<file path="config.mk">
export PLATFORM = sky130hd
export DESIGN_NAME = form_text_url_decode_validate
export DESIGN_NICKNAME = d
export VERILOG_FILES = /design/src/fuv_pkg.sv /design/src/fuv_front.sv /design/src/fuv_queue.sv /design/src/fuv_back.sv /design/src/form_text_url_decode_validate.sv
export SDC_FILE = /design/constraint.sdc
export NUM_CORES = 1
export LEC_CHECK = 0
export BUFFER_PORTS_ARGS = -buffer_cell sky130_fd_sc_hd__buf_2
export CORE_MARGIN = 2
export CORE_UTILIZATION = 62
export DETAILED_ROUTE_END_ITERATION = 12
export PLACE_DENSITY = 0.92
export SLEW_MARGIN = 20
export SYNTH_ARGS = -nofsm -noshare
export SYNTH_HDL_FRONTEND = slang
export SYNTH_SLANG_ARGS = --single-unit
</file>
<file path="constraint.sdc">
create_clock -name clk_i -period 4.2 [get_ports clk_i]
set_input_delay 0.63 -clock clk_i [delete_from_list [all_inputs] [get_ports clk_i]]
set_output_delay 0.63 -clock clk_i [all_outputs]
set_load 0.01 [all_outputs]
</file>
<file path="src/fuv_pkg.sv">
// ----------------------------------------------------------------------------
// Form text URL decoder package
// Character constants and the command format between front and back end.
// ----------------------------------------------------------------------------
package fuv_pkg;

  // Characters of interest
  localparam logic [7:0] CharNul     = 8'h00;
  localparam logic [7:0] CharNewline = 8'h0A;
  localparam logic [7:0] CharSpace   = 8'h20;
  localparam logic [7:0] CharPercent = 8'h25;
  localparam logic [7:0] CharPlus    = 8'h2B;
  localparam logic [7:0] CharEquals  = 8'h3D;
  localparam logic [7:0] CharLowE    = 8'h65;
  localparam logic [7:0] CharLowT    = 8'h74;
  localparam logic [7:0] CharLowX    = 8'h78;

  // Printable range for the text check
  localparam logic [7:0] PrintLow  = 8'd32;
  localparam logic [7:0] PrintHigh = 8'd126;

  // Reset value of the line length register
  localparam logic [7:0] MaxLineReset = 8'd80;

  // Most results that one body byte can cause
  localparam int unsigned MaxOps = 3;

  // Command kinds passed to the back end
  typedef enum logic {
    OP_BYTE,
    OP_VERDICT
  } op_kind_e;

  typedef struct packed {
    op_kind_e    kind;
    logic        key_found;  // verdict only
    logic [7:0]  data;       // decoded byte only
  } op_t;

  // One queue entry: the commands caused by one body byte, in order
  typedef struct packed {
    logic [1:0]         count;
    op_t [MaxOps-1:0]   ops;
  } bundle_t;

endpackage

</file>
<file path="src/fuv_front.sv">
// ----------------------------------------------------------------------------
// Form text URL decoder: front end
// Searches for the key, tracks percent escapes and turns each body byte
// into a bundle of byte and verdict commands for the back end.
// ----------------------------------------------------------------------------
module fuv_front (
  input  logic              clk_i,
  input  logic              rst_ni,
  input  logic              s_valid_i,
  output logic              s_ready_o,
  input  logic [7:0]        s_byte_i,
  input  logic              s_last_i,
  output logic              push_o,
  output fuv_pkg::bundle_t  push_data_o,
  input  logic              full_i
);
  import fuv_pkg::*;

  typedef enum logic [1:0] {
    PH_IDLE,
    PH_PERCENT,
    PH_HELD
  } phase_e;

  typedef struct packed {
    logic       valid;
    logic [3:0] value;
  } hex_t;

  function automatic hex_t hex_value(input logic [7:0] c);
    hex_t r;
    r = '0;
    if (c >= 8'h30 && c <= 8'h39) begin
      r.valid = 1'b1;
      r.value = 4'(c - 8'h30);
    end else if (c >= 8'h61 && c <= 8'h66) begin
      r.valid = 1'b1;
      r.value = 4'(c - 8'h57);
    end else if (c >= 8'h41 && c <= 8'h46) begin
      r.valid = 1'b1;
      r.value = 4'(c - 8'h37);
    end
    return r;
  endfunction

  function automatic logic [7:0] hex_pair(input logic [7:0] hi, input logic [7:0] lo);
    hex_t h;
    hex_t l;
    h = hex_value(hi);
    l = hex_value(lo);
    if (!h.valid) return 8'h00;
    if (!l.valid) return {4'h0, h.value};
    return {h.value, l.value};
  endfunction

  function automatic logic [7:0] plain_byte(input logic [7:0] c);
    return (c == CharPlus) ? CharSpace : c;
  endfunction

  function automatic logic [7:0] key_char(input logic [2:0] pos);
    logic [7:0] r;
    case (pos)
      3'd0:    r = CharLowT;
      3'd1:    r = CharLowE;
      3'd2:    r = CharLowX;
      3'd3:    r = CharLowT;
      default: r = CharEquals;
    endcase
    return r;
  endfunction

  phase_e     phase_q, phase_d;
  logic [7:0] esc_q, esc_d;
  logic [2:0] kpos_q, kpos_d;
  logic       kfound_q, kfound_d;
  logic       ended_q, ended_d;

  logic       accept;
  logic [1:0] pre_n;
  logic [7:0] pre_b0, pre_b1;
  logic [1:0] n_bytes;
  logic [7:0] b0, b1;
  logic [2:0] pos;
  bundle_t    bnd;

  assign s_ready_o = !full_i;
  assign accept    = s_valid_i && !full_i;

  // Decode of one body byte
  always_comb begin
    phase_d  = phase_q;
    esc_d    = esc_q;
    kpos_d   = kpos_q;
    kfound_d = kfound_q;
    ended_d  = ended_q;
    pre_n    = 2'd0;
    pre_b0   = CharPercent;
    pre_b1   = plain_byte(esc_q);
    pos      = kpos_q;
    if (!ended_q) begin
      if (s_byte_i == CharNul) begin
        // content ends; flush a short escape
        case (phase_q)
          PH_PERCENT: pre_n = 2'd1;
          PH_HELD:    pre_n = 2'd2;
          default:    pre_n = 2'd0;
        endcase
        phase_d = PH_IDLE;
        ended_d = 1'b1;
      end else if (!kfound_q) begin
        if (pos > 3'd4) pos = 3'd0;
        if (s_byte_i == key_char(pos)) begin
          pos = pos + 3'd1;
        end else if (pos == 3'd4 && s_byte_i == CharLowE) begin
          pos = 3'd2;
        end else begin
          pos = (s_byte_i == CharLowT) ? 3'd1 : 3'd0;
        end
        if (pos == 3'd5) begin
          kfound_d = 1'b1;
          pos      = 3'd0;
        end
        kpos_d = pos;
      end else begin
        case (phase_q)
          PH_IDLE: begin
            if (s_byte_i == CharPercent) begin
              phase_d = PH_PERCENT;
            end else begin
              pre_n  = 2'd1;
              pre_b0 = plain_byte(s_byte_i);
            end
          end
          PH_PERCENT: begin
            esc_d   = s_byte_i;
            phase_d = PH_HELD;
          end
          default: begin
            pre_n   = 2'd1;
            pre_b0  = hex_pair(esc_q, s_byte_i);
            phase_d = PH_IDLE;
          end
        endcase
      end
    end

    // Final byte: flush what is left of an escape; only one source is ever non-empty
    n_bytes = pre_n;
    b0      = pre_b0;
    b1      = pre_b1;
    if (s_last_i && pre_n == 2'd0) begin
      b0 = CharPercent;
      b1 = plain_byte(esc_d);
      case (phase_d)
        PH_PERCENT: n_bytes = 2'd1;
        PH_HELD:    n_bytes = 2'd2;
        default:    n_bytes = 2'd0;
      endcase
    end

    // Assemble the bundle
    bnd = '0;
    bnd.ops[0] = '{kind: OP_BYTE, key_found: 1'b0, data: b0};
    bnd.ops[1] = '{kind: OP_BYTE, key_found: 1'b0, data: b1};
    bnd.count  = n_bytes;
    if (s_last_i) begin
      case (n_bytes)
        2'd0:    bnd.ops[0] = '{kind: OP_VERDICT, key_found: kfound_d, data: 8'h00};
        2'd1:    bnd.ops[1] = '{kind: OP_VERDICT, key_found: kfound_d, data: 8'h00};
        default: bnd.ops[2] = '{kind: OP_VERDICT, key_found: kfound_d, data: 8'h00};
      endcase
      bnd.count = n_bytes + 2'd1;
      // next byte starts a new body
      phase_d  = PH_IDLE;
      esc_d    = 8'h00;
      kpos_d   = 3'd0;
      kfound_d = 1'b0;
      ended_d  = 1'b0;
    end
  end

  assign push_o      = accept && (bnd.count != 2'd0);
  assign push_data_o = bnd;

  // Decoder state
  always_ff @(posedge clk_i or negedge rst_ni) begin
    if (!rst_ni) begin
      phase_q  <= PH_IDLE;
      esc_q    <= 8'h00;
      kpos_q   <= 3'd0;
      kfound_q <= 1'b0;
      ended_q  <= 1'b0;
    end else if (accept) begin
      phase_q  <= phase_d;
      esc_q    <= esc_d;
      kpos_q   <= kpos_d;
      kfound_q <= kfound_d;
      ended_q  <= ended_d;
    end
  end

endmodule

</file>
<file path="src/fuv_queue.sv">
// ----------------------------------------------------------------------------
// Form text URL decoder: command queue
// Small register FIFO of command bundles between front and back end.
// ----------------------------------------------------------------------------
module fuv_queue #(
  parameter int unsigned Depth = 4
) (
  input  logic              clk_i,
  input  logic              rst_ni,
  input  logic              push_i,
  input  fuv_pkg::bundle_t  push_data_i,
  input  logic              pop_i,
  output fuv_pkg::bundle_t  head_o,
  output logic              full_o,
  output logic              empty_o
);
  import fuv_pkg::*;

  localparam int unsigned PtrW = (Depth > 1) ? $clog2(Depth) : 1;
  localparam int unsigned CntW = $clog2(Depth + 1);
  localparam logic [PtrW-1:0] LastPtr = PtrW'(Depth - 1);
  localparam logic [CntW-1:0] DepthCnt = CntW'(Depth);

  bundle_t         mem_q [Depth];
  logic [PtrW-1:0] wr_ptr_q, rd_ptr_q;
  logic [CntW-1:0] cnt_q;
  logic            do_push, do_pop;

  assign full_o  = (cnt_q == DepthCnt);
  assign empty_o = (cnt_q == '0);
  assign do_push = push_i && !full_o;
  assign do_pop  = pop_i && !empty_o;
  assign head_o  = mem_q[rd_ptr_q];

  // Storage
  always_ff @(posedge clk_i) begin
    if (do_push) begin
      mem_q[wr_ptr_q] <= push_data_i;
    end
  end

  // Pointers and fill count
  always_ff @(posedge clk_i or negedge rst_ni) begin
    if (!rst_ni) begin
      wr_ptr_q <= '0;
      rd_ptr_q <= '0;
      cnt_q    <= '0;
    end else begin
      if (do_push) begin
        wr_ptr_q <= (wr_ptr_q == LastPtr) ? '0 : wr_ptr_q + PtrW'(1);
      end
      if (do_pop) begin
        rd_ptr_q <= (rd_ptr_q == LastPtr) ? '0 : rd_ptr_q + PtrW'(1);
      end
      if (do_push && !do_pop) begin
        cnt_q <= cnt_q + CntW'(1);
      end else if (do_pop && !do_push) begin
        cnt_q <= cnt_q - CntW'(1);
      end
    end
  end

endmodule

</file>
<file path="src/fuv_back.sv">
// ----------------------------------------------------------------------------
// Form text URL decoder: back end
// Walks the commands of each bundle, checks decoded text for printable
// characters and line length, and drives the registered result stream.
// ----------------------------------------------------------------------------
module fuv_back (
  input  logic              clk_i,
  input  logic              rst_ni,
  input  fuv_pkg::bundle_t  head_i,
  input  logic              empty_i,
  output logic              pop_o,
  input  logic [7:0]        max_len_i,
  output logic              m_valid_o,
  input  logic              m_ready_i,
  output logic [7:0]        m_byte_o,
  output logic              m_present_o,
  output logic              m_ok_o,
  output logic              m_last_o
);
  import fuv_pkg::*;

  logic [1:0] idx_q;
  logic [7:0] line_q, line_d;
  logic       valid_q, valid_d;
  logic       stop_q, stop_d;
  logic       out_valid_q;
  logic [7:0] out_byte_q;
  logic       out_present_q, out_ok_q, out_last_q;

  logic       load;
  logic       last_op;
  op_t        op;
  logic [7:0] line_inc;

  assign load    = !empty_i && (!out_valid_q || m_ready_i);
  assign op      = head_i.ops[idx_q];
  assign last_op = (idx_q == head_i.count - 2'd1);
  assign pop_o   = load && last_op;

  // Text check on the command being issued
  always_comb begin
    line_d   = line_q;
    valid_d  = valid_q;
    stop_d   = stop_q;
    line_inc = (line_q == 8'hFF) ? line_q : line_q + 8'd1;
    if (op.kind == OP_VERDICT) begin
      line_d  = 8'h00;
      valid_d = 1'b1;
      stop_d  = 1'b0;
    end else if (!stop_q) begin
      if (op.data == CharNul) begin
        stop_d = 1'b1;
      end else if (op.data == CharNewline) begin
        line_d = 8'h00;
      end else if (op.data < PrintLow || op.data > PrintHigh) begin
        valid_d = 1'b0;
      end else begin
        line_d = line_inc;
        if (line_inc > max_len_i) valid_d = 1'b0;
      end
    end
  end

  // Check state, command index and output valid
  always_ff @(posedge clk_i or negedge rst_ni) begin
    if (!rst_ni) begin
      idx_q       <= 2'd0;
      line_q      <= 8'h00;
      valid_q     <= 1'b1;
      stop_q      <= 1'b0;
      out_valid_q <= 1'b0;
    end else begin
      if (load) begin
        idx_q       <= last_op ? 2'd0 : idx_q + 2'd1;
        line_q      <= line_d;
        valid_q     <= valid_d;
        stop_q      <= stop_d;
        out_valid_q <= 1'b1;
      end else if (m_ready_i) begin
        out_valid_q <= 1'b0;
      end
    end
  end

  // Result payload
  always_ff @(posedge clk_i) begin
    if (load) begin
      out_byte_q    <= (op.kind == OP_BYTE) ? op.data : 8'h00;
      out_present_q <= (op.kind == OP_BYTE);
      out_ok_q      <= (op.kind == OP_VERDICT) && op.key_found && valid_q;
      out_last_q    <= (op.kind == OP_VERDICT);
    end
  end

  assign m_valid_o   = out_valid_q;
  assign m_byte_o    = out_byte_q;
  assign m_present_o = out_present_q;
  assign m_ok_o      = out_ok_q;
  assign m_last_o    = out_last_q;

endmodule

</file>
<file path="src/form_text_url_decode_validate.sv">
// Path: a body byte's results are written into the queue, then into the registered output stage.
// Throughput: one body byte per cycle while the queue is not full; a byte that causes
// up to three results sends them one at a time through the single output register, the queue absorbs bursts.
// Reset: asynchronous, active low; clears the decoder, queue, check state and
// output valid, and sets the line length limit to 80.
// ----------------------------------------------------------------------------
// Form text URL decoder with validation
// Finds "text=" in a form body, URL-decodes the rest, checks the text and
// reports a verdict on the last byte.
// ----------------------------------------------------------------------------
module form_text_url_decode_validate #(
  parameter int unsigned QueueDepth = 4
) (
  input  logic        clk_i,
  input  logic        rst_ni,
  // line length register
  input  logic        cfg_we_i,
  input  logic [7:0]  cfg_wdata_i,
  // body stream
  input  logic        s_axis_tvalid,
  output logic        s_axis_tready,
  input  logic [7:0]  s_axis_tdata,   // [7:0] body_byte
  input  logic        s_axis_tlast,   // body_last
  // result stream
  output logic        m_axis_tvalid,
  input  logic        m_axis_tready,
  output logic [15:0] m_axis_tdata,   // [7:0] text_byte, [8] verdict_ok, zero above
  output logic        m_axis_tuser,   // [0] text_byte_present
  output logic        m_axis_tlast    // result_last
);
  import fuv_pkg::*;

  logic       push, pop, full, empty;
  bundle_t    push_data, head;
  logic [7:0] max_len_q;
  logic [7:0] out_byte;
  logic       out_ok;

  // Line length register
  always_ff @(posedge clk_i or negedge rst_ni) begin
    if (!rst_ni) begin
      max_len_q <= MaxLineReset;
    end else if (cfg_we_i) begin
      max_len_q <= cfg_wdata_i;
    end
  end

  fuv_front u_front (
    .clk_i       (clk_i),
    .rst_ni      (rst_ni),
    .s_valid_i   (s_axis_tvalid),
    .s_ready_o   (s_axis_tready),
    .s_byte_i    (s_axis_tdata),
    .s_last_i    (s_axis_tlast),
    .push_o      (push),
    .push_data_o (push_data),
    .full_i      (full)
  );

  fuv_queue #(
    .Depth (QueueDepth)
  ) u_queue (
    .clk_i       (clk_i),
    .rst_ni      (rst_ni),
    .push_i      (push),
    .push_data_i (push_data),
    .pop_i       (pop),
    .head_o      (head),
    .full_o      (full),
    .empty_o     (empty)
  );

  fuv_back u_back (
    .clk_i       (clk_i),
    .rst_ni      (rst_ni),
    .head_i      (head),
    .empty_i     (empty),
    .pop_o       (pop),
    .max_len_i   (max_len_q),
    .m_valid_o   (m_axis_tvalid),
    .m_ready_i   (m_axis_tready),
    .m_byte_o    (out_byte),
    .m_present_o (m_axis_tuser),
    .m_ok_o      (out_ok),
    .m_last_o    (m_axis_tlast)
  );

  assign m_axis_tdata = {7'h00, out_ok, out_byte};

endmodule

</file>
## After elaboration in Yosys (flattened, before gate mapping)

Memories as Yosys holds them, arrays and structs flattened.
Index checks and enable logic that the tools add are counted.

- Add/subtract/negate cells: 15
- Equal/unequal tests: 30
- $lt $le $gt $ge: 17
- Muxes and demuxes: 115
- Bitwise operators: 1
- Reductions and logical operators: 42

Operators with widths:

| cell | number |
|---|---|
| two-way mux 8 bit | 27 |
| two-way mux 5 bit | 14 |
| two-way mux 3 bit | 16 |
| two-way mux 10 bit | 4 |
| two-way mux 1 bit | 34 |
| equality test 8 x 6 -> 1 bit, second input constant | 4 |
| greater-or-equal comparator 8 x 7 -> 1 bit, second input constant | 4 |
| less-or-equal comparator 8 x 7 -> 1 bit, second input constant | 4 |
| two-way mux 32 bit | 1 |
| two-way mux 2 bit | 12 |
| case mux 7 bit (3 select lines) | 1 |
| binary-select mux 10 bit (select 2 bit) | 1 |
| logical AND 1 bit | 18 |
| equality test 8 x 7 -> 1 bit, second input constant | 2 |
| greater-or-equal comparator 8 x 6 -> 1 bit, second input constant | 2 |
| less-or-equal comparator 8 x 6 -> 1 bit, second input constant | 2 |
| logical NOT 8 bit | 2 |
| case mux 2 bit (2 select lines) | 4 |
| case mux 8 bit (2 select lines) | 1 |
| subtractor 4 x 3 -> 4 bit, second input constant | 4 |
| equality test 3 bit, second input constant | 3 |
| adder 2 x 1 -> 2 bit, second input constant | 4 |
| adder 8 x 1 -> 8 bit, second input constant | 1 |
| equality test 2 bit, second input constant | 4 |
| 29 further kinds | 51 |

- Bits in writable memories: 128
- Output and inout port bits: 20
- Memories kept: 1
- Register bits: 54

Memories:

| name | depth | width | read ports | clocked after Yosys merged registers in | wr ports | RTL line | text |
|---|---|---|---|---|---|---|---|
| u_queue.mem_q | 4 | 32 | 1 | 0 | 1 | fuv_queue.sv:24 | `bundle_t mem_q [Depth];` |

## Logic depth before layout (Yosys ltp)

Gate-level depths: netlist of the first run.

- Depth after elaboration: 35
- Mapped depth: 20

## Modules after synthesis

From an unflattened synthesis of the first run, not the netlist that was laid out.

- Cells, all modules: 698
- Area, all modules: 9,286.4 um2

By module, submodules not included:

| module | times used | area an instance (um2) | cells each |
|---|---|---|---|
| fuv_queue | 1 | 5,057.4 | 205 |
| fuv_front | 1 | 2,200.9 | 303 |
| fuv_back | 1 | 1,630.3 | 164 |
| form_text_url_decode_validate | 1 | 397.9 | 26 |

## Least setup slack after synthesis of the first run

Ideal clock, no wire load.

- Path type: input port to flip-flop
- From: input port s_axis_tdata[3]
- To: register u_queue.cnt_q[2]
- Data required time: 4.121 ns
- Cell stages on the path: 17
- Arrival time: 4.185 ns
- Slack: -0.064 ns
- Setup time: 0.079 ns
- Cell sequence: clkbuf_1 -> or3_1 -> or4_1 -> o211ai_1 -> a21oi_1 -> nand2b_1 -> o31a_1 -> ha_1 -> nand2_1 -> o22ai_1 -> a21oi_2 -> ha_1 -> inv_1 -> fa_1 -> xor2_1 -> nor2_1 -> xor2_1

- Cells in the longest elaborated chain, start to end: 17
- Elaborated cells between the ends (all ways): 28
- Classes of those cells: add/sub (1); eq/ne (3); mux (14); reduce/logical (10)

Ends and longest elaborated chain:

| what | RTL line | text |
|---|---|---|
| start, declared | form_text_url_decode_validate.sv:22 | `input logic [7:0] s_axis_tdata,` |
| equality test 8 x 6 -> 1 bit | fuv_front.sv:127 | `if (s_byte_i == CharPercent) begin` |
| two-way mux 2 bit or two-way mux 1 bit (tied branches) | fuv_front.sv:127 |  |
| case mux 2 bit (2 select lines) | fuv_front.sv:125 | `case (phase_q)` |
| two-way mux 2 bit | fuv_front.sv:110 | `end else if (!kfound_q) begin` |
| two-way mux 2 bit | fuv_front.sv:101 | `if (s_byte_i == CharNul) begin` |
| two-way mux 2 bit | fuv_front.sv:100 | `if (!ended_q) begin` |
| equality test 2 bit, or another cell as far along | fuv_front.sv:154 | `case (phase_d)` |
| case mux 2 bit (2 select lines) or logical AND 1 bit (tied branches) | fuv_front.sv:154, fuv_front.sv:151 |  |
| [2 not listed] | - |  |
| two-way mux 32 bit * | fuv_front.sv:166 | `if (s_last_i) begin` |
| nonzero test 2 bit * | fuv_front.sv:182 | `assign push_o = accept && (bnd.count != 2'd0);` |
| logical AND 1 bit * | fuv_front.sv:182 |  |
| logical AND 1 bit * | fuv_queue.sv:31 | `assign do_push = push_i && !full_o;` |
| net u_queue.do_push | fuv_queue.sv:27 | `logic do_push, do_pop;` |
| logical NOT 1 bit | fuv_queue.sv:57 | `end else if (do_pop && !do_push) begin` |
| logical AND 1 bit | fuv_queue.sv:57 |  |
| nonzero test 2 bit (no source line) | - |  |
| end signal, assigned | fuv_queue.sv:56 | `cnt_q <= cnt_q + CntW'(1);` |
| end signal, assigned | fuv_queue.sv:58 | `cnt_q <= cnt_q - CntW'(1);` |
| end, declared | fuv_queue.sv:26 | `logic [CntW-1:0] cnt_q;` |

Mark *: on every way through the listed nets, which the timed path passes. The rest lies on a longest branch.
A chain may end at the register's enable or synchronous reset.

## Final worst setup path of the first run

- From: input port s_axis_tdata[1]
- To: register u_queue.cnt_q[2]

The elaborated chain is that of the path after synthesis.

==> results.toml, run 1 <==
[grt]
grt_max_degree = 44
grt_pass1_vias = 5867
grtUsageTotal_pct = 28.5
antenna_found_initial = 0
grt_pass1_wl_um = 30700
overflow = 0

[floorplan]
core-area_sq_mm = 0.0126
die_area_sq_mm = 0.0138
initial_utilization_pct = 63.3
die_x_um = 118
io_pins = 42
die_y_um = 118
row_count = 41

[clock_tree]
h-tree-depth = 4
cts_root_buffer = "clkbuf_16"
cts_buffers = 17
clk_pin_slew_ps = 60
cts_sinks = 150
postCtsSetupRepairBufs = 0
cts_resized = 0
hold_buffers = 0
clockBufferDepth = 2
tritoncts = "built"
insertion_delay_ps = 430

[placement]
dp_cells = 867
place_congestion = 0.921
placement.io_buffers = 34
dp_hpwl_um = 12700

[setup_path]
end_kind = "register"
worstPathArrival_ps = 4220
cp_max_fo = 7
slowest_stage = "o41ai_1"
path_cells = "buf_2 > inv_1 > ha_1 > nand2b_1 > nor4_2 > buf_4 > or3_1 > o41ai_1 > a31oi_1 > inv_1 > ha_1 > nand2_1 > o22ai_1 > a21oi_2 > ha_2 > inv_1 > fa_1 > xor2_1 > nor2_1 > xor2_1"
crit_required_ps = 4550
crit_family = "adder cells"
crit_path_start_kind = "input port"
max_stage_delay_ps = 510
cpMostUsedCell = "inv_1"
path_class = "in2reg"
critPathBufInv = 5

[routing]
via_per_inst = 6.43
dr_total_vias = 5784
drc = 0
wl_per_cell_um = 21.2
drtPass1Iterations = 5
drtIter0Drc = 711
wl_um = 19000
ant_nets = 0

[synthesis]
synthTopCellsByCount = "107 x edfxtp_1, 58 x nor2_1, 46 x nand2_1, 40 x dfrtp_1"
yosysSeqAreaShare_pct = 53.7
synthArstFlopShare_pct = 28.7
ys_ff_latch = 150
synth_edf_count = 107
post-synth-top-count-cell = "edfxtp_1"
synth_ff_type = "edfxtp_1"
synth_area_sq_mm = 0.00799
synth_cell_types = 71
synth_cells = 670
synth.top_cell.area_share_pct = 40.2
ys_warn_count = 0
synthTopCellsByArea = "edfxtp_1 40%, dfrtp_1 13%, mux4_2 5.4%"
syn_area_per_cell_sq_um = 11.9
yosysTopAreaCell = "edfxtp_1"

[finish]
area_growth_pct = 14.1
nNetsFinal = 767
finalNonFillerCells = 899
drive_gt1_share_pct = 18.6
regArea_sq_mm = 0.00429
finish.utilization_pct = 72.2
n_antenna_cell = 0
multiInputGateArea_sq_mm = 0.00340
fillCellCount = 826

[pwr]
power.leakage_nw = 3.49
power_density_mw_per_mm2 = 584
ir_drop_mv = 0.305
fin_total_pwr_mw = 5.33

[timing]
rsz0062_at_grt = "no"
worst_slew_pin_slew_ps = 999
fin_skew_ps = 11.3
hold_viol_final = 0
relSlewSlack_pct = 33.4
setup_viol = 0
period_needed_ps = 3870
clock.fmax_ghz = 0.258
period_share_pct = 92.1
report.final.slew_viol_count = 0

[hold_path]
hold_path.class = "in2async"

[run]
maxCapViolCount = 0

[status]
outcome = "complete, no violations"
-- logic make-up (layout without fill, tap and decap cells) --
family                   count (synthesis)  count (layout)  synth area share, %
other                                    1               7               0.0469
buffers and inverters                   69             120                 4.13
multiplexers                            57              57                 10.3
AO/OA/AOI/OAI                          141             141                 12.3
adder cells (fa/ha/maj)                 31              31                 4.95
XOR/XNOR                                12              12                 1.32
flip-flops                             150             150                 53.7
AND/OR/NAND/NOR                        209             209                 13.2
-- layout by cell type (no fill, tap or decap), types with 4 or more instances in the layout --
cell type,n
edfxtp_1,107
nor2_1,58
nand2_1,46
dfrtp_1,40
buf_2,33
o21ai_0,30
ha_1,29
mux2i_1,28
inv_1,27
nand3_1,22
buf_4,22
mux4_2,19
a21oi_1,17
a22o_1,17
clkbuf_16,17
nand2b_1,11
a22oi_1,11
and2_1,10
mux2_2,10
nor2b_1,9
a31oi_1,9
nor3_1,9
o21a_1,7
xnor2_1,7
conb_1,7
and3_1,6
a21o_1,6
nor4b_1,6
o211ai_1,6
nor4_1,6
bufinv_16,6
nand4_1,5
or3_1,5
xor2_1,5
buf_12,5
nor3b_1,4
a2111oi_0,4
clkinvlp_4,4
-- flip-flops by register name, indices dropped and copies added (netlist names), 2 cells and up --
name              count
u_queue.cnt_q         3
u_back.m_byte_o       8
u_front.kpos_q        3
u_front.esc_q         8
u_front.phase_q       2
max_len_q             8
u_back.line_q         8
u_queue.wr_ptr_q      2
u_back.idx_q          2
u_queue.rd_ptr_q      2
u_queue.mem_q        96
-- path summary, 6_finish.rpt --
path	cells after the start	start	endpoint	slack [ps]
worst max-delay path	20	s_axis_tdata[1]	u_queue.cnt_q[2]$_DFFE_PN0P_	330
worst min-delay path	1	rst_ni	u_back.stop_q$_DFFE_PN0P_	220
worst max register to register	15	u_front.phase_q[0]$_DFFE_PN0P_	u_queue.cnt_q[2]$_DFFE_PN0P_	410
worst min register to register	1	u_queue.cnt_q[2]$_DFFE_PN0P_	u_queue.cnt_q[2]$_DFFE_PN0P_	500
max in group asynchronous	1	rst_ni	u_front.esc_q[4]$_DFFE_PN0P_	3550
min in group clk_i	3	cfg_wdata_i[5]	max_len_q[5]$_DFFE_PN0P_	430
-- where the power goes --
part | switching, mW | total [mW] | internal, mW
clock | 0.597 | 1.73 | 1.13
sequential | 0.202 | 2.06 | 1.86
combinational | 0.854 | 1.54 | 0.685
total | 1.65 | 5.33 | 3.67
-- per-layer routing --
layer | global-route usage, % | routed length [um]
met2 | 48.8 | 9840
met3 | 6.78 | 1160
met4 | 11.5 | 570
met1 | 35.1 | 7450
met5 | 0 | 0
-- stage by stage --
step                worst slack, ps  hold slack (ps)  instance area (sq um)  setup TNS (ps)
floorplan                      23.5              334                   8020               0
global placement               35.5              469                   8440               0
detailed placement            -67.3              492                   8440           -67.3
CTS                             336              420                   9110               0
global route                    107              260                   9110               0
finish                          331              217                   9110               0
-- cell type report --
cell class	instances	area share [%]
sequential	150	47.1
multi-input combinational	457	37.3
clock buffer	20	4.90
timing repair buffer	60	4.72
clock inverter	12	2.46
tap	172	2.36
inverter	28	1.15
Power figures use the tool's default switching activity.
==> inputs of run 2 (changes only) <==
--- a/config.mk
+++ b/config.mk
@@ -6,7 +6,6 @@
 export NUM_CORES = 1
 export LEC_CHECK = 0
 export BUFFER_PORTS_ARGS = -buffer_cell sky130_fd_sc_hd__buf_2
-export CORE_MARGIN = 2
 export CORE_UTILIZATION = 62
 export DETAILED_ROUTE_END_ITERATION = 12
 export PLACE_DENSITY = 0.92
==> results.toml, run 2 (synthesis results as in run 1) <==
[status]
outcome = "complete, no violations"

[finish]
finalNonFillerCells = 900
nNetsFinal = 768
largest_register = "u_queue.mem_q"
area_growth_pct = 13.4
drive_gt1_share_pct = 19.1
layout_commonest_cell = "edfxtp_1"
finish.utilization_pct = 72.1
n_antenna_cell = 0
final_cell_mix = "107 x edfxtp_1, 58 x nor2_1, 46 x nand2_1"
largest_register_ffs = 96

[timing]
worst_slew_pin_slew_ps = 873
setup_viol = 0
report.final.slew_viol_count = 0
period_needed_ps = 3930
rsz0062_at_grt = "no"
relSlewSlack_pct = 41.8
setup_tns_ps = 0
clock.fmax_ghz = 0.254
fin_skew_ps = 11.6
worst_slack_ps = 270
hold_viol_final = 0
period_share_pct = 93.6

[clock_tree]
clk_pin_slew_ps = 60
postCtsSetupRepairBufs = 0
cts_resized = 0
cts_buffers = 17
cts_root_buffer = "clkbuf_16"
clockBufferDepth = 2
tritoncts = "built"
cts_sinks = 150
insertion_delay_ps = 430
hold_buffers = 0
h-tree-depth = 4

[grt]
grt_max_degree = 44
antenna_found_initial = 0
grt_pass1_vias = 5882
top_usage_layer = "met2"
grt_use_met3_pct = 5.23
grtUsageTotal_pct = 30.3
grt_pass1_wl_um = 29900
globalRouteMet2Util_pct = 50.6
use_met1_pct = 37.3
overflow = 0

[setup_path]
end_kind = "register"
path_class = "in2reg"
crit_required_ps = 4550
reg2reg_depth = 15
worstPathArrival_ps = 4280
r2r-start = "u_front.phase_q[0]$_DFFE_PN0P_"
r2r_setup_slack_ps = 480
crit_path_start_kind = "input port"
cp_max_fo = 3
r2r-end = "u_queue.cnt_q[2]$_DFFE_PN0P_"

[routing]
via_per_inst = 6.57
ant_nets = 0
drtIter0Drc = 567
dr_total_vias = 5912
wl_um = 18900
wl_per_cell_um = 21.0
drc = 0
drtPass1Iterations = 5

[floorplan]
die_x_um = 116
die_area_sq_mm = 0.0133
core-area_sq_mm = 0.0126
row_count = 41
initial_utilization_pct = 63.6
die_y_um = 116
io_pins = 42

[hold_path]
hold_path.class = "in2async"

[run]
maxCapViolCount = 0

[placement]
dp_cells = 868
pre_cts_ws_ps = -163
dp_hpwl_um = 12400
place_congestion = 0.933
placement.io_buffers = 34

[pwr]
power_density_mw_per_mm2 = 564
power.leakage_nw = 3.47
ir_drop_mv = 0.361
-- run 2: cell count changes in the layout (fill, tap and decap cells not counted), sizes merged --
cell | before | now
clkinv | 1 | 5
buf | 60 | 61
bufinv | 6 | 3
clkbuf | 20 | 17
inv | 29 | 31
-- run 2: layout make-up --
| class | count | area, sq um |
|---|---|---|
| well taps | 172 | 215 |
| inverters | 28 | 105 |
| clock buffers | 17 | 425 |
| clock inverters | 15 | 179 |
| flip-flops and latches | 150 | 4290 |
| repair buffers | 61 | 425 |
| multi-input cells | 457 | 3420 |
| fillers | 804 | 3510 |
-- run 2: worst max-delay path, cell delays in order --
cell     delay [ps]
buf_2           100
or3_4           380
or4_1           540
a21o_1          230
nand2_1          80
o41ai_2         110
a31oi_2         280
inv_1            90
ha_1            330
nand2_1          80
o22ai_1          80
a21oi_2         190
ha_2            210
inv_1            70
fa_1            430
xor2_1          170
nor2_1          110
xor2_1          150
-- run 2: power breakdown --
part	switching, mW	total (mW)	internal, mW	leakage (nW)
clock	0.609	1.55	0.937	0.283
sequential	0.222	2.08	1.86	1.53
combinational	0.815	1.48	0.668	1.65
-- run 2: routing by layer --
layer	vias up	part of all wire [%]
met5	-	0
met3	77	7.1
met1	2883	39
li1	2620	-
met2	332	50
met4	0	4.3
-- run 2: how the worst max path moves through the flow --
stage                     from                            to  slack (ps)  cells past startpoint
2_1_floorplan  s_axis_tdata[3]  u_queue.cnt_q[2]$_DFFE_PN0P_          20                     17
3_3_place_gp   s_axis_tdata[3]  u_queue.cnt_q[2]$_DFFE_PN0P_           6                     18
3_5_place_dp   s_axis_tdata[3]  u_queue.cnt_q[2]$_DFFE_PN0P_        -160                     18
4_1_cts        s_axis_tdata[3]  u_queue.cnt_q[2]$_DFFE_PN0P_         210                     18
5_1_grt        s_axis_tdata[3]  u_queue.cnt_q[2]$_DFFE_PN0P_          40                     18
6_report       s_axis_tdata[3]  u_queue.cnt_q[2]$_DFFE_PN0P_         270                     18
-- run 2: metrics by stage --
step	instance area [sq um]	hold WS [ps]	total power [mW]
after global routing	9060	260	5.35
final	9060	214	5.11
after floorplan	8020	334	3.15
after global placement	8440	468	3.44
after detailed placement	8440	489	3.54
after CTS	9040	403	5.10
==> inputs of run 3 (changes only) <==
--- a/config.mk
+++ b/config.mk
@@ -5,6 +5,7 @@
 export SDC_FILE = /design/constraint.sdc
 export NUM_CORES = 1
 export LEC_CHECK = 0
+export ABC_AREA = 1
 export BUFFER_PORTS_ARGS = -buffer_cell sky130_fd_sc_hd__buf_2
 export CORE_UTILIZATION = 62
 export DETAILED_ROUTE_END_ITERATION = 12
==> results.toml, run 3 <==
[status]
outcome = "complete, no violations"

[synthesis]
post-synth-top-count-cell = "nand2_1"
yosysSeqAreaShare_pct = 51.9
synthTopCellsByCount = "237 x nand2_1, 130 x nor2_1, 112 x inv_1, 107 x edfxtp_1, 71 x nand3_1"
yosysTopAreaCell = "edfxtp_1"
ys_warn_count = 0
synthArstFlopShare_pct = 28.7
synth_cells = 964
synth_area_sq_mm = 0.00828
syn_area_per_cell_sq_um = 8.59
synth_ff_type = "edfxtp_1"
synth_cell_types = 41
synthTopCellsByArea = "edfxtp_1 39%, dfrtp_1 12%, nand2_1 11%"
synth.top_cell.area_share_pct = 38.8
synth_edf_count = 107
ys_ff_latch = 150

[grt]
overflow = 0
grt_pass1_wl_um = 31200
grt_max_degree = 44
grtUsageTotal_pct = 28.9
grt_pass1_vias = 6681
antenna_found_initial = 0

[pwr]
p_clk_share_pct = 28.1
power.leakage_nw = 4.17
combPwrFrac_pct = 35.8
power_density_mw_per_mm2 = 601
fin_total_pwr_mw = 5.49
power.share.sequential_pct = 36.1
ir_drop_mv = 0.319
internal_power_mw = 3.41
swShare_pct = 37.9
p_sw_mw = 2.08

[clock_tree]
clk_pin_slew_ps = 60
cts_resized = 0
insertion_delay_ps = 430
h-tree-depth = 4
postCtsSetupRepairBufs = 0
cts_root_buffer = "clkbuf_16"
clockBufferDepth = 2
tritoncts = "built"
hold_buffers = 0
cts_buffers = 17
cts_sinks = 150

[finish]
n_antenna_cell = 0
area_growth_pct = 10.4
nNetsFinal = 1052
fin_area_sq_mm = 0.00914
layout_commonest_cell = "nand2_1"
final_cell_mix = "237 x nand2_1, 126 x nor2_1, 112 x inv_1"
finalNonFillerCells = 1184
largest_register = "u_queue.mem_q"
drive_gt1_share_pct = 10.8
largest_register_ffs = 96

[timing]
clock.fmax_ghz = 0.258
hold_viol_final = 0
worst_slew_pin_slew_ps = 828
worst_slack_ps = 319
rsz0062_at_grt = "no"
setup_tns_ps = 0
period_share_pct = 92.4
period_needed_ps = 3880
fin_skew_ps = 14.0
report.final.slew_viol_count = 0
relSlewSlack_pct = 44.4
setup_viol = 0

[setup_path]
worstPathArrival_ps = 4180
crit_family = "adder cells"
end_kind = "register"
max_stage_delay_ps = 440
crit_path_start_kind = "input port"
path_class = "in2reg"
critPathBufInv = 8
slowest_stage = "fa_1"
crit_required_ps = 4500
cp_max_fo = 8
cpMostUsedCell = "inv_1"

[placement]
pre_cts_ws_ps = -33.9
place_congestion = 0.990
dp_hpwl_um = 12700
placement.io_buffers = 34
dp_cells = 1152
place_area_sq_mm = 0.00853

[floorplan]
die_x_um = 118
initial_utilization_pct = 64.5
row_count = 41
die_area_sq_mm = 0.0138
die_y_um = 118
core-area_sq_mm = 0.0128
io_pins = 42

[routing]
via_per_inst = 5.76
drtIter0Drc = 737
wl_um = 19500
wl_per_cell_um = 16.5
drc = 0
drtPass1Iterations = 7
dr_total_vias = 6817
ant_nets = 0

[hold_path]
hold_path.class = "in2async"

[run]
maxCapViolCount = 0
[run 3: layout make-up]
class / instances / area, sq um
flip-flops and latches: 150 / 4290
multi-input cells: 666 / 3320
clock inverters: 7 / 92.6
well taps: 172 / 215
clock buffers: 25 / 507
repair buffers: 45 / 255
fillers: 897 / 3690
inverters: 119 / 449
[run 3: worst paths after layout]
path	startpoint	depth (start not counted)	slack, ps	to
max	s_axis_tdata[1]	25	320	u_queue.cnt_q[2]$_DFFE_PN0P_
min	rst_ni	1	220	u_back.line_q[4]$_DFFE_PN0P_
max reg2reg	u_front.phase_q[1]$_DFFE_PN0P_	20	490	u_queue.cnt_q[2]$_DFFE_PN0P_
min reg2reg	u_back.valid_q$_DFFE_PN1P_	2	500	u_back.valid_q$_DFFE_PN1P_
max in group asynchronous	rst_ni	1	3550	u_front.esc_q[2]$_DFFE_PN0P_
min in group clk_i	m_axis_tready	2	400	u_back.m_valid_o$_DFFE_PN0P_
[run 3: cell families after synthesis]
| kind of cell | synth area share (%) |
|---|---|
| other | 0.0453 |
| AO/OA/AOI/OAI | 8.36 |
| AND/OR/NAND/NOR | 25.0 |
| buffers and inverters | 8.37 |
| XOR/XNOR | 1.38 |
| flip-flops | 51.9 |
| adder cells (fa/ha/maj) | 4.78 |
| multiplexers | 0.257 |
[run 3: routing by layer]
layer	wire (um)	part of all wire [%]	global-route usage [%]
met1	7590	39	33.7
met2	9970	51	50.1
met3	1470	7.5	6.10
met4	478	2.5	15.1
met5	0	0	0
[run 3: stage by stage]
step	hold WS (ps)	utilization (%)
after floorplan	334	-
after global placement	455	66.5
after detailed placement	484	66.5
after CTS	386	71.2
after global routing	257	71.2
final	219	71.2
[run 3: power groups by stage]
| stage | logic, mW | clock network [mW] | registers, mW |
|---|---|---|---|
| finish | 1.97 | 1.54 | 1.98 |
| CTS | 1.94 | 1.55 | 1.98 |
| global route | 2.16 | 1.61 | 2.00 |
| global placement | 1.79 | 0 | 1.99 |
| detailed placement | 1.88 | 0 | 2.00 |
| floorplan | 1.46 | 0 | 1.99 |
